File: src/rtl/nots_ram.sv
// ----------------------------------------------------------------------------
// nots_ram
// Generic single-port RAM with registered read data.
// ----------------------------------------------------------------------------
module nots_ram #(
    parameter int WIDTH = 1,
    parameter int DEPTH = 16
) (
    input  logic                     clk,
    input  logic                     we,
    input  logic [$clog2(DEPTH)-1:0] addr,
    input  logic [WIDTH-1:0]         wdata,
    output logic [WIDTH-1:0]         rdata
);

    logic [WIDTH-1:0] mem [DEPTH];

    // write port and registered read
    always_ff @(posedge clk)
    begin
        if (we)
        begin
            mem[addr] <= wdata;
        end
        rdata <= mem[addr];
    end

endmodule

File: config.mk
export PLATFORM = sky130hd
export DESIGN_NAME = nots_ram
export DESIGN_NICKNAME = d
export VERILOG_FILES = /design/src/rtl/nots_ram.sv
export SDC_FILE = /design/constraint.sdc
export NUM_CORES = 1
export LEC_CHECK = 0
export BUFFER_PORTS_ARGS = -buffer_cell sky130_fd_sc_hd__clkbuf_2
export CAP_MARGIN = 0
export CORE_MARGIN = 2
export CORE_UTILIZATION = 50
export CTS_CLUSTER_DIAMETER = 40
export DETAILED_ROUTE_END_ITERATION = 7
export GPL_TIMING_DRIVEN = 0
export PLACE_DENSITY = 0.69
export SYNTH_ARGS = -nofsm -noshare
export SYNTH_HDL_FRONTEND = slang
export SYNTH_SLANG_ARGS = --single-unit
File: constraint.sdc
create_clock -name clk -period 1.42 [get_ports clk]
set_input_delay 0.213 -clock clk [delete_from_list [all_inputs] [get_ports clk]]
set_output_delay 0.213 -clock clk [all_outputs]
set_load 0.05 [all_outputs]
==> results.cfg <==
[outcome]
run_status = complete, no violations

[power_and_ir_drop]
total_power_uw = 902
clockPowerShare_pct = 27.8
p_int_uw = 704
p_sw_share_pct = 22.0
p_leak_uw = 0.000300
pwr-share-seq_pct = 62.4
combPwrFrac_pct = 9.8
peakVddDrop_mv = 0.666
p_switching_uw = 199
powerDensity_mw_per_mm2 = 1070

[synth]
syn_avg_cell_area_sq_um = 15.6
yosysSeqAreaShare_pct = 65.6
synth_area_sq_um = 763
yosysWarnings = 0
ys_seq_elements = 17
synthCells = 49
synthDistinctLibCells = 14
synth_nets = 56

[clocking]
h-tree-depth = 1
path_clk_slew_ns = 0.09
cts_root_buffer = clkbuf_4
cts_hold_buf = 0
cts_tree = built
clk_latency_ns = 0.28
cts_setup_buffers = 0
clock_path_buffers = 2
cts_resized = 0
cts_buffers = 3
clkSinkCount = 17

[worst_setup_path]
crit_top_cell = mux2i_1
cp_slowest_cell = mux4_1
crit_chain = mux4_1 > mux2i_1 > mux2i_1
r2r_slack_ns = 0.16
crit_path_end_kind = flop
critical_path.startpoint = mem[12]
reg2reg_depth = 3
arrival_ns = 1.43
cp.required_ns = 1.59
r2r-start = mem[12]
cp_max_fo = 1
reg2reg_to = rdata
max_stage_delay_ns = 0.50
startpoint_type = flop
path_class = flop to flop

[detailed_routing]
dr_wl_met2_microns = 610
vias_per_cell = 5.74
drc = 0
routed_wl_microns = 1220
routed.top_layer = met4
vias = 436
drtAntennaViolNets = 0
routedWlPerCell_microns = 16.1
wl_met1_microns = 535
drtIter0Drc = 18
wl_met3_microns = 65
drt_first_pass_iters = 4

[timing]
period_minus_slack_ns = 1.26
min_period_over_period_pct = 88.5
skew_ns = 0.00403
slew_viol_final = 0
rsz0062_at_grt = false
finalHoldViolCount = 0
worst_pin_slew_ns = 0.273
fin_tns_setup_ns = 0
fmax_mhz = 795
relSlewSlack_pct = 81.8
setup_viol = 0

[floorplan]
initial_utilization_pct = 51.9
ios = 8
fp.dieW_microns = 43.1
die_h_microns = 43.1
die_area_sq_mm = 0.00186
rows = 14
core_sq_mm = 0.00147

[cells_and_area]
layout_common_cells = 16 x edfxtp_1, 12 x nor2_1, 7 x clkbuf_2
antennaDiodeCount = 0
fillers = 126
layout_commonest_cell = edfxtp_1
fin_util_pct = 57.4
area_growth_syn_to_layout_pct = 10.7
fin_nets = 68
drive_gt1_share_pct = 21.7

[grt]
antenna_found_initial = 0
grt_max_degree = 17
grt_pass1_vias = 454
grt_overflow = 0
grt_pass1_wl_microns = 1990
grt_usage_pct = 15.6

[placed_design]
dp_hpwl_microns = 876
gp_congestion = 0.695
io_buffers = 7

[hold_path]
holdPathEnd = rdata
hold_path_depth = 2
hold_class = primary input to flop
min_from = addr[2]

[job]
maxCapViolCount = 0
## cells by family (layout without fill, tap and decap cells)
group                  after synthesis  after routing  synth area share, %
AND/OR/NAND/NOR                     23             23                 14.6
multiplexers                         7              7                 17.7
buffers and inverters                2             13                 2.13
flip-flops                          17             17                 65.6
## critical path: cells and delay by family, from the launching register on
family | cells | cell delay [ns]
mux | 3 | 0.77
flops | 1 | 0.38
## metal layers
metal / global-route usage (%) / vias up
met1: 19.1 / 206
li1: - / 213
met4: 7.27 / 0
met2: 25.8 / 15
met3: 3.83 / 2
met5: 0 / -
## state kept, by name, indices dropped and copies added, names as in the netlist
register	cells
mem	16
rdata	1
## power groups by stage
stage / clock, uW / combinational, uW / sequential, uW
CTS: 253 / 89.7 / 563
floorplan: 0 / 44.2 / 586
finish: 251 / 88.6 / 563
global route: 282 / 95.7 / 564
detailed placement: 0 / 89.5 / 574
global placement: 0 / 88.5 / 574
## synthesized netlist by cell type
cell type / instances / area share [%]
nand2b_1: 1 / 0.82
nand2_1: 1 / 0.49
edfxtp_1: 16 / 63
buf_2: 1 / 0.66
nor2_1: 12 / 5.9
nand3_1: 1 / 0.66
dfxtp_1: 1 / 2.6
mux2i_1: 3 / 3.9
mux4_1: 4 / 14
or2b_1: 1 / 0.98
nor3_1: 4 / 2.6
nand3b_1: 2 / 2.0
or3b_2: 1 / 1.1
buf_6: 1 / 1.5
## stage by stage
stage	hold slack [ns]	instance area (sq um)	worst slack [ns]	std cells
finish	0.191	845	0.163	76
global placement	0.474	818	0.0453	72
floorplan	0.312	763	0.254	49
CTS	0.199	845	0.132	76
detailed placement	0.499	818	0.00149	72
global route	0.202	845	0.0692	76
## final cells by class
type | count | area (sq um) | area share, %
Clock buffer | 4 | 26.3 | 3.11
Sequential cell | 17 | 500 | 59.3
Timing Repair Buffer | 7 | 35.0 | 4.15
Tap cell | 16 | 20.0 | 2.37
Multi-Input combinational cell | 30 | 246 | 29.2
Buffer | 2 | 16.3 | 1.93
## worst max-delay path by stage
| stage | depth (start not counted) | endpoint | slack [ns] |
|---|---|---|---|
| after floorplan | 4 | rdata | 0.25 |
| after CTS | 3 | rdata | 0.13 |
| after detailed placement | 5 | rdata | 0.001 |
| after global placement | 5 | rdata | 0.05 |
| final | 3 | rdata | 0.16 |
| after global routing | 3 | rdata | 0.07 |
Note: power is estimated with default switching activity, not from simulation.
