$ cat src/rtl/nots_pkg.sv
// ----------------------------------------------------------------------------
// nots_pkg
// Shared widths, register codes and pipeline types for the nearest occupied
// tile search unit.
// ----------------------------------------------------------------------------
package nots_pkg;

    // request and result field widths
    localparam int CELL_IW   = 12;
    localparam int TILE_VW   = 16;
    localparam int DEPTH_W   = 8;
    localparam int POS_W     = 21;
    localparam int OFF_W     = 22;

    // configuration port
    localparam int CFG_IW    = 3;
    localparam int CFG_DW    = 9;
    localparam int COUNT_W   = 7;
    localparam int SIZE_W    = 9;

    localparam logic [CFG_IW-1:0] REG_WORLD_COLUMNS = 3'd0;
    localparam logic [CFG_IW-1:0] REG_WORLD_ROWS    = 3'd1;
    localparam logic [CFG_IW-1:0] REG_TILE_WIDTH    = 3'd2;
    localparam logic [CFG_IW-1:0] REG_TILE_HEIGHT   = 3'd3;

    // datapath widths
    localparam int CENTER_W  = 19;
    localparam int MAG_W     = 21;
    localparam int SQ_W      = 2 * MAG_W;
    localparam int DIST_W    = SQ_W + 1;

    // per-cell tag that travels with the distance pipeline
    typedef struct packed {
        logic               valid;
        logic               last;
        logic               occ;
        logic [CELL_IW-1:0] idx;
    } meta_t;

endpackage

$ cat src/rtl/nots_dist_unit.sv
// ----------------------------------------------------------------------------
// nots_dist_unit
// Shared distance unit: offsets from the query position to one tile center,
// then the two squared magnitudes, one cell per cycle over two stages.
// ----------------------------------------------------------------------------
module nots_dist_unit (
    input  logic                                 clk,
    input  logic                                 rst_n,
    input  nots_pkg::meta_t                      meta_in,
    input  logic [nots_pkg::CENTER_W-1:0]        cx,
    input  logic [nots_pkg::CENTER_W-1:0]        cy,
    input  logic signed [nots_pkg::POS_W-1:0]    px,
    input  logic signed [nots_pkg::POS_W-1:0]    py,
    output nots_pkg::meta_t                      meta_out,
    output logic signed [nots_pkg::OFF_W-1:0]    dx_out,
    output logic signed [nots_pkg::OFF_W-1:0]    dy_out,
    output logic [nots_pkg::SQ_W-1:0]            sqx_out,
    output logic [nots_pkg::SQ_W-1:0]            sqy_out
);
    import nots_pkg::*;

    localparam int CPAD = OFF_W - CENTER_W;

    meta_t                   meta_a_reg;
    logic signed [OFF_W-1:0] dx_a_reg;
    logic signed [OFF_W-1:0] dy_a_reg;
    logic signed [OFF_W-1:0] dx_next;
    logic signed [OFF_W-1:0] dy_next;
    logic [OFF_W-1:0]        ax_full;
    logic [OFF_W-1:0]        ay_full;
    logic [MAG_W-1:0]        ax;
    logic [MAG_W-1:0]        ay;

    // center minus position, exact in 22 bits
    assign dx_next = $signed({{CPAD{1'b0}}, cx}) - $signed({px[POS_W-1], px});
    assign dy_next = $signed({{CPAD{1'b0}}, cy}) - $signed({py[POS_W-1], py});

    // magnitudes stay below 2^21
    assign ax_full = dx_a_reg[OFF_W-1] ? OFF_W'(-dx_a_reg) : OFF_W'(dx_a_reg);
    assign ay_full = dy_a_reg[OFF_W-1] ? OFF_W'(-dy_a_reg) : OFF_W'(dy_a_reg);
    assign ax      = ax_full[MAG_W-1:0];
    assign ay      = ay_full[MAG_W-1:0];

    // stage tags
    always_ff @(posedge clk or negedge rst_n)
    begin
        if (!rst_n)
        begin
            meta_a_reg <= '0;
            meta_out   <= '0;
        end
        else
        begin
            meta_a_reg <= meta_in;
            meta_out   <= meta_a_reg;
        end
    end

    // offset stage and squaring stage
    always_ff @(posedge clk)
    begin
        dx_a_reg <= dx_next;
        dy_a_reg <= dy_next;
        dx_out   <= dx_a_reg;
        dy_out   <= dy_a_reg;
        sqx_out  <= ax * ax;
        sqy_out  <= ay * ay;
    end

endmodule

$ cat config.mk
export PLATFORM = sky130hd
export DESIGN_NAME = nots_dist_unit
export DESIGN_NICKNAME = d
export VERILOG_FILES = /design/src/rtl/nots_pkg.sv /design/src/rtl/nots_dist_unit.sv
export SDC_FILE = /design/constraint.sdc
export NUM_CORES = 2
export LEC_CHECK = 0
export ABC_AREA = 1
export BUFFER_PORTS_ARGS = -buffer_cell sky130_fd_sc_hd__buf_2
export CORE_MARGIN = 2
export CORE_UTILIZATION = 35
export DETAILED_ROUTE_END_ITERATION = 10
export GPL_TIMING_DRIVEN = 0
export MAX_ROUTING_LAYER = met4
export SLEW_MARGIN = 20
export SYNTH_ARGS = -nofsm -noshare
export SYNTH_HDL_FRONTEND = slang
export SYNTH_SLANG_ARGS = --single-unit
$ cat constraint.sdc
create_clock -name clk -period 6.5 [get_ports clk]
set_input_delay 1.3 -clock clk [delete_from_list [all_inputs] [get_ports clk]]
set_output_delay 1.3 -clock clk [all_outputs]
set_load 0.02 [all_outputs]
==> implementation parameters <==
Parameter                              Value

Synthesis
  Number of enable-type register cells in the synthesized netlist    0
  Area of the mapped netlist    about 0.034 sq mm
  Syn Area/Cell    slightly above 8 sq um
  Top FF cell, synth    sky130_fd_sc_hd__dfxtp_1
  Sequential-to-total area share from yosys stat    12.11%
  Yosys warning total    0
  Async set-or-reset flop fraction in the synthesized netlist    15.15%
  Yosys reg bits    between 150 and 200
  Synthesized instance count    4141
  Number of library cell types mapped by synthesis    51

Place
  Global placer's final weighted congestion    between 0.9 and 1
  Count of input and output buffers    237
  Hpwl dp    ~84000 um
  Number of placed cells counting well taps    about 5700

Run
  Number of max-cap violations    0

Layout
  Number of non-filler instances in the completed layout    roughly 5900
  Most common cell after layout, fill and taps aside    sky130_fd_sc_hd__inv_1
  Final cell utilization of the core    43.89%
  Registers with the most flip-flops    sqx_out x41, sqy_out x41
  Proportion of layout cells with a drive suffix above 1    25.87%
  Commonest cells after routing, fill and taps aside    sky130_fd_sc_hd__inv_1, sky130_fd_sc_hd__fa_1, sky130_fd_sc_hd__nand2_1
  Area growth, synth to finish    24.54%
  Fin nets    between 5000 and 6000
  Number of filler instances in the final layout    about 9500

Worst setup path
  Buffers plus inverters on the worst setup path    7
  Setup slack of the most critical reg-to-reg path    -540 ps
  Kind of critical path    flip-flop to flip-flop
  Maximum fanout along the worst path    7
  Largest stage delay on the critical path    640 ps
  Critical Path RT    a little under 7000 ps
  Cell class contributing the biggest share of worst-path delay    adder cells
  Start of the worst register-to-register path    dx_a_reg[0]
  Data arrival time of the critical path    around 7500 ps
  Length in cells of the worst reg-to-reg path    32
  Crit Reg-Reg Endpoint    sqx_out[41]
  Cell repeated most along the worst path    sky130_fd_sc_hd__fa_1
  Slowest CP cell    sky130_fd_sc_hd__fa_2
  Kind of end point of the critical path    flip-flop
  Critical Path Source Type    flip-flop

Run status
  Failing checks    setup timing
  Result of the run    finished with violations

Min path
  Startpoint of the most critical hold path    meta_a_reg[2]
  Endpoint of the worst hold-timing path    meta_out[2]
  Cell depth of the worst min-delay path    0
  Class of the worst hold path    flip-flop to flip-flop

Drt
  Met2 wire len    approximately 52000 um
  Sum of routed wire segments on met1    slightly above 40000 um
  Average wire length per cell after detail routing    17.58 um
  Remaining antenna violation count after routing    0
  Routed wire length on met3    roughly 6100 um
  1st-pass router iterations    5
  DRT iter0 DRCs    1597
  Number of design rule violations left after detail routing    0
  Highest Signal Layer    met4
  Total vias in the final route    ~28000
  Via-to-Cell Ratio    ~4.8
  Total length of routed wires    just over 100000 um

Timing
  Ratio of final minimum period to clock period    108.2%
  Final critical path time including I/O delays and setup    between 7000 and 8000 ps
  Post-route clock skew    around 32 ps
  Number of endpoints failing setup at the final stage    53
  Worst-case hold slack    353.9 ps
  Slack of the critical path    -536.2 ps
  Slew Limit Headroom    57.26%
  RSZ-0062 raised after global routing    true
  Number of endpoints with negative hold slack in the final report    0
  Slew @ Worst Pin    641.1 ps
  Final count of pins violating max slew    0
  Max Clk Rate    approximately 140 MHz

GRT
  Antenna violations before repair    3
  Total GRT Usage    21.74%
  Largest net degree at the start of global routing    31
  Grt ovf    0
  Wire length of the first global-routing pass    between 150000 and 200000 um
  Number of global-route vias before repair    a little under 30000

Floorplanning
  FP Rows    about 110
  Starting density of the core    35.24%
  Die ar.    between 0.09 and 0.1 sq mm
  Number of primary I/O pins    240
  Core footprint    0.09642 sq mm
  Width of the die    around 320 um
  Die Ht    about 320 um

Clocking
  Clock root buffer    sky130_fd_sc_hd__clkbuf_16
  Clock tree from TritonCTS    yes
  Number of buffers added by the clock tree synthesis step    17
  Maximum buffer depth of the clock tree    2
  Clock H-tree levels    4
  Number of buffers added to fix hold violations after cts    0
  Clock latency on the worst-skew pair    540 ps
  Register clock-pin slew on the reported worst setup and hold paths    about 80 ps
  Num Clock Sinks    roughly 200
## final cells by class
type / count / area (sq um) / area share, %
diodes: 3 / 7.507 / 0.01774
plain buffers: 63 / 680.7 / 1.608
clock buffers: 19 / 432.9 / 1.023
clock inverters: 13 / 157.7 / 0.3725
inverters: 1135 / 4364 / 10.31
multi-input cells: 2744 / 28260 / 66.78
flip-flops and latches: 198 / 4140 / 9.782
well taps: 1276 / 1597 / 3.772
repair buffers: 409 / 2680 / 6.332
## metal layers
| metal | GRT usage [%] | up-vias |
|---|---|---|
| li1 | - | 13050 |
| met1 | 25.41 | 13810 |
| met2 | 36.95 | 864 |
| met3 | 3.811 | 204 |
| met4 | 8.865 | 0 |
| met5 | - | - |
## worst reg2reg max path, delay by kind of cell (launching register included)
kind,cells,cell delay (ps)
flip-flops,1,380
AO/OA/AOI/OAI,1,110
adder cells (fa/ha/maj),9,4230
XOR/XNOR,1,160
buffers and inverters,7,630
AND/OR/NAND/NOR,14,1420
## how the worst max path moves through the flow
stage          slack [ps]   startpoint     endpoint  depth (start not counted)
2_1_floorplan          -5  dx_a_reg[0]  sqx_out[40]                         30
3_3_place_gp        -1430  dx_a_reg[0]  sqx_out[41]                         30
3_5_place_dp        -1390  dx_a_reg[0]  sqx_out[41]                         30
4_1_cts              -490  dx_a_reg[0]  sqx_out[41]                         34
5_1_grt              -740  dx_a_reg[0]  sqx_out[41]                         32
6_report             -540  dx_a_reg[0]  sqx_out[41]                         32
## cells by family (layout without fill, tap and decap cells)
| logic type | after synthesis | count (layout) | synth area share [%] |
|---|---|---|---|
| other | 1 | 5 | 0.01103 |
| AND/OR/NAND/NOR | 1374 | 1374 | 17.06 |
| XOR/XNOR | 111 | 111 | 3.115 |
| flip-flops | 198 | 198 | 12.11 |
| AO/OA/AOI/OAI | 295 | 295 | 4.749 |
| adder cells (fa/ha/maj) | 962 | 962 | 49.20 |
| buffers and inverters | 1200 | 1639 | 13.76 |
## Yosys cell counts, types with 2 or more instances
| library cell | n | area, sq um |
|---|---|---|
| sky130_fd_sc_hd__o211ai_1 | 5 | 37.54 |
| sky130_fd_sc_hd__nor4_1 | 14 | 87.58 |
| sky130_fd_sc_hd__fa_1 | 624 | 12490 |
| sky130_fd_sc_hd__xor2_1 | 71 | 621.9 |
| sky130_fd_sc_hd__xnor2_1 | 33 | 289.0 |
| sky130_fd_sc_hd__nand3_1 | 110 | 550.5 |
| sky130_fd_sc_hd__a21o_1 | 6 | 45.04 |
| sky130_fd_sc_hd__a31oi_1 | 12 | 75.07 |
| sky130_fd_sc_hd__nor2_1 | 419 | 1573 |
| sky130_fd_sc_hd__buf_6 | 10 | 112.6 |
| sky130_fd_sc_hd__inv_1 | 1091 | 4095 |
| sky130_fd_sc_hd__buf_4 | 13 | 97.59 |
| sky130_fd_sc_hd__a21boi_0 | 3 | 22.52 |
| sky130_fd_sc_hd__inv_2 | 40 | 150.1 |
| sky130_fd_sc_hd__ha_1 | 338 | 4229 |
| sky130_fd_sc_hd__buf_2 | 34 | 170.2 |
| sky130_fd_sc_hd__nand3b_1 | 8 | 60.06 |
| sky130_fd_sc_hd__o21bai_1 | 12 | 90.09 |
| sky130_fd_sc_hd__nand4_1 | 29 | 181.4 |
| sky130_fd_sc_hd__nand2_4 | 11 | 123.9 |
| sky130_fd_sc_hd__clkbuf_1 | 7 | 26.28 |
| sky130_fd_sc_hd__inv_4 | 2 | 12.51 |
| sky130_fd_sc_hd__dfrtp_1 | 30 | 750.7 |
| sky130_fd_sc_hd__nor2_2 | 34 | 212.7 |
| sky130_fd_sc_hd__nand2_1 | 689 | 2586 |
| sky130_fd_sc_hd__dfxtp_1 | 168 | 3363 |
| sky130_fd_sc_hd__or2_2 | 8 | 50.05 |
| sky130_fd_sc_hd__a21oi_1 | 142 | 710.7 |
| sky130_fd_sc_hd__and2_1 | 2 | 12.51 |
| sky130_fd_sc_hd__xor2_4 | 3 | 82.58 |
| sky130_fd_sc_hd__o21ai_2 | 4 | 35.03 |
| sky130_fd_sc_hd__o21ai_1 | 9 | 45.04 |
| sky130_fd_sc_hd__clkinv_1 | 2 | 7.510 |
| sky130_fd_sc_hd__nand3_2 | 4 | 40.04 |
| sky130_fd_sc_hd__or2_1 | 5 | 31.28 |
| sky130_fd_sc_hd__nor3_1 | 15 | 75.07 |
| sky130_fd_sc_hd__o21ai_0 | 93 | 465.5 |
| sky130_fd_sc_hd__o21a_1 | 7 | 52.55 |
| sky130_fd_sc_hd__nand2_2 | 16 | 100.1 |
| sky130_fd_sc_hd__xnor2_2 | 3 | 48.80 |
| sky130_fd_sc_hd__nor2_4 | 5 | 56.30 |
## metrics by stage
stage,cell area (sq um),TNS [ps],worst slack (ps)
after floorplan,34270,-9.512,-5.087
after global placement,37050,-64350,-1429
after detailed placement,37050,-64550,-1392
after CTS,40360,-18190,-488.0
after global routing,42320,-30630,-742.4
final,42320,-18510,-536.2
## what timing repair did
item,CTS,global route
pin swaps,147,232
resized for setup,495,417
endpoints found under the hold margin,0,0
endpoints found under the setup margin,64,62
setup buffers,104,70
Power is not shown: default switching activity piles up to over one toggle a cycle in this logic, so the estimate is an artifact.
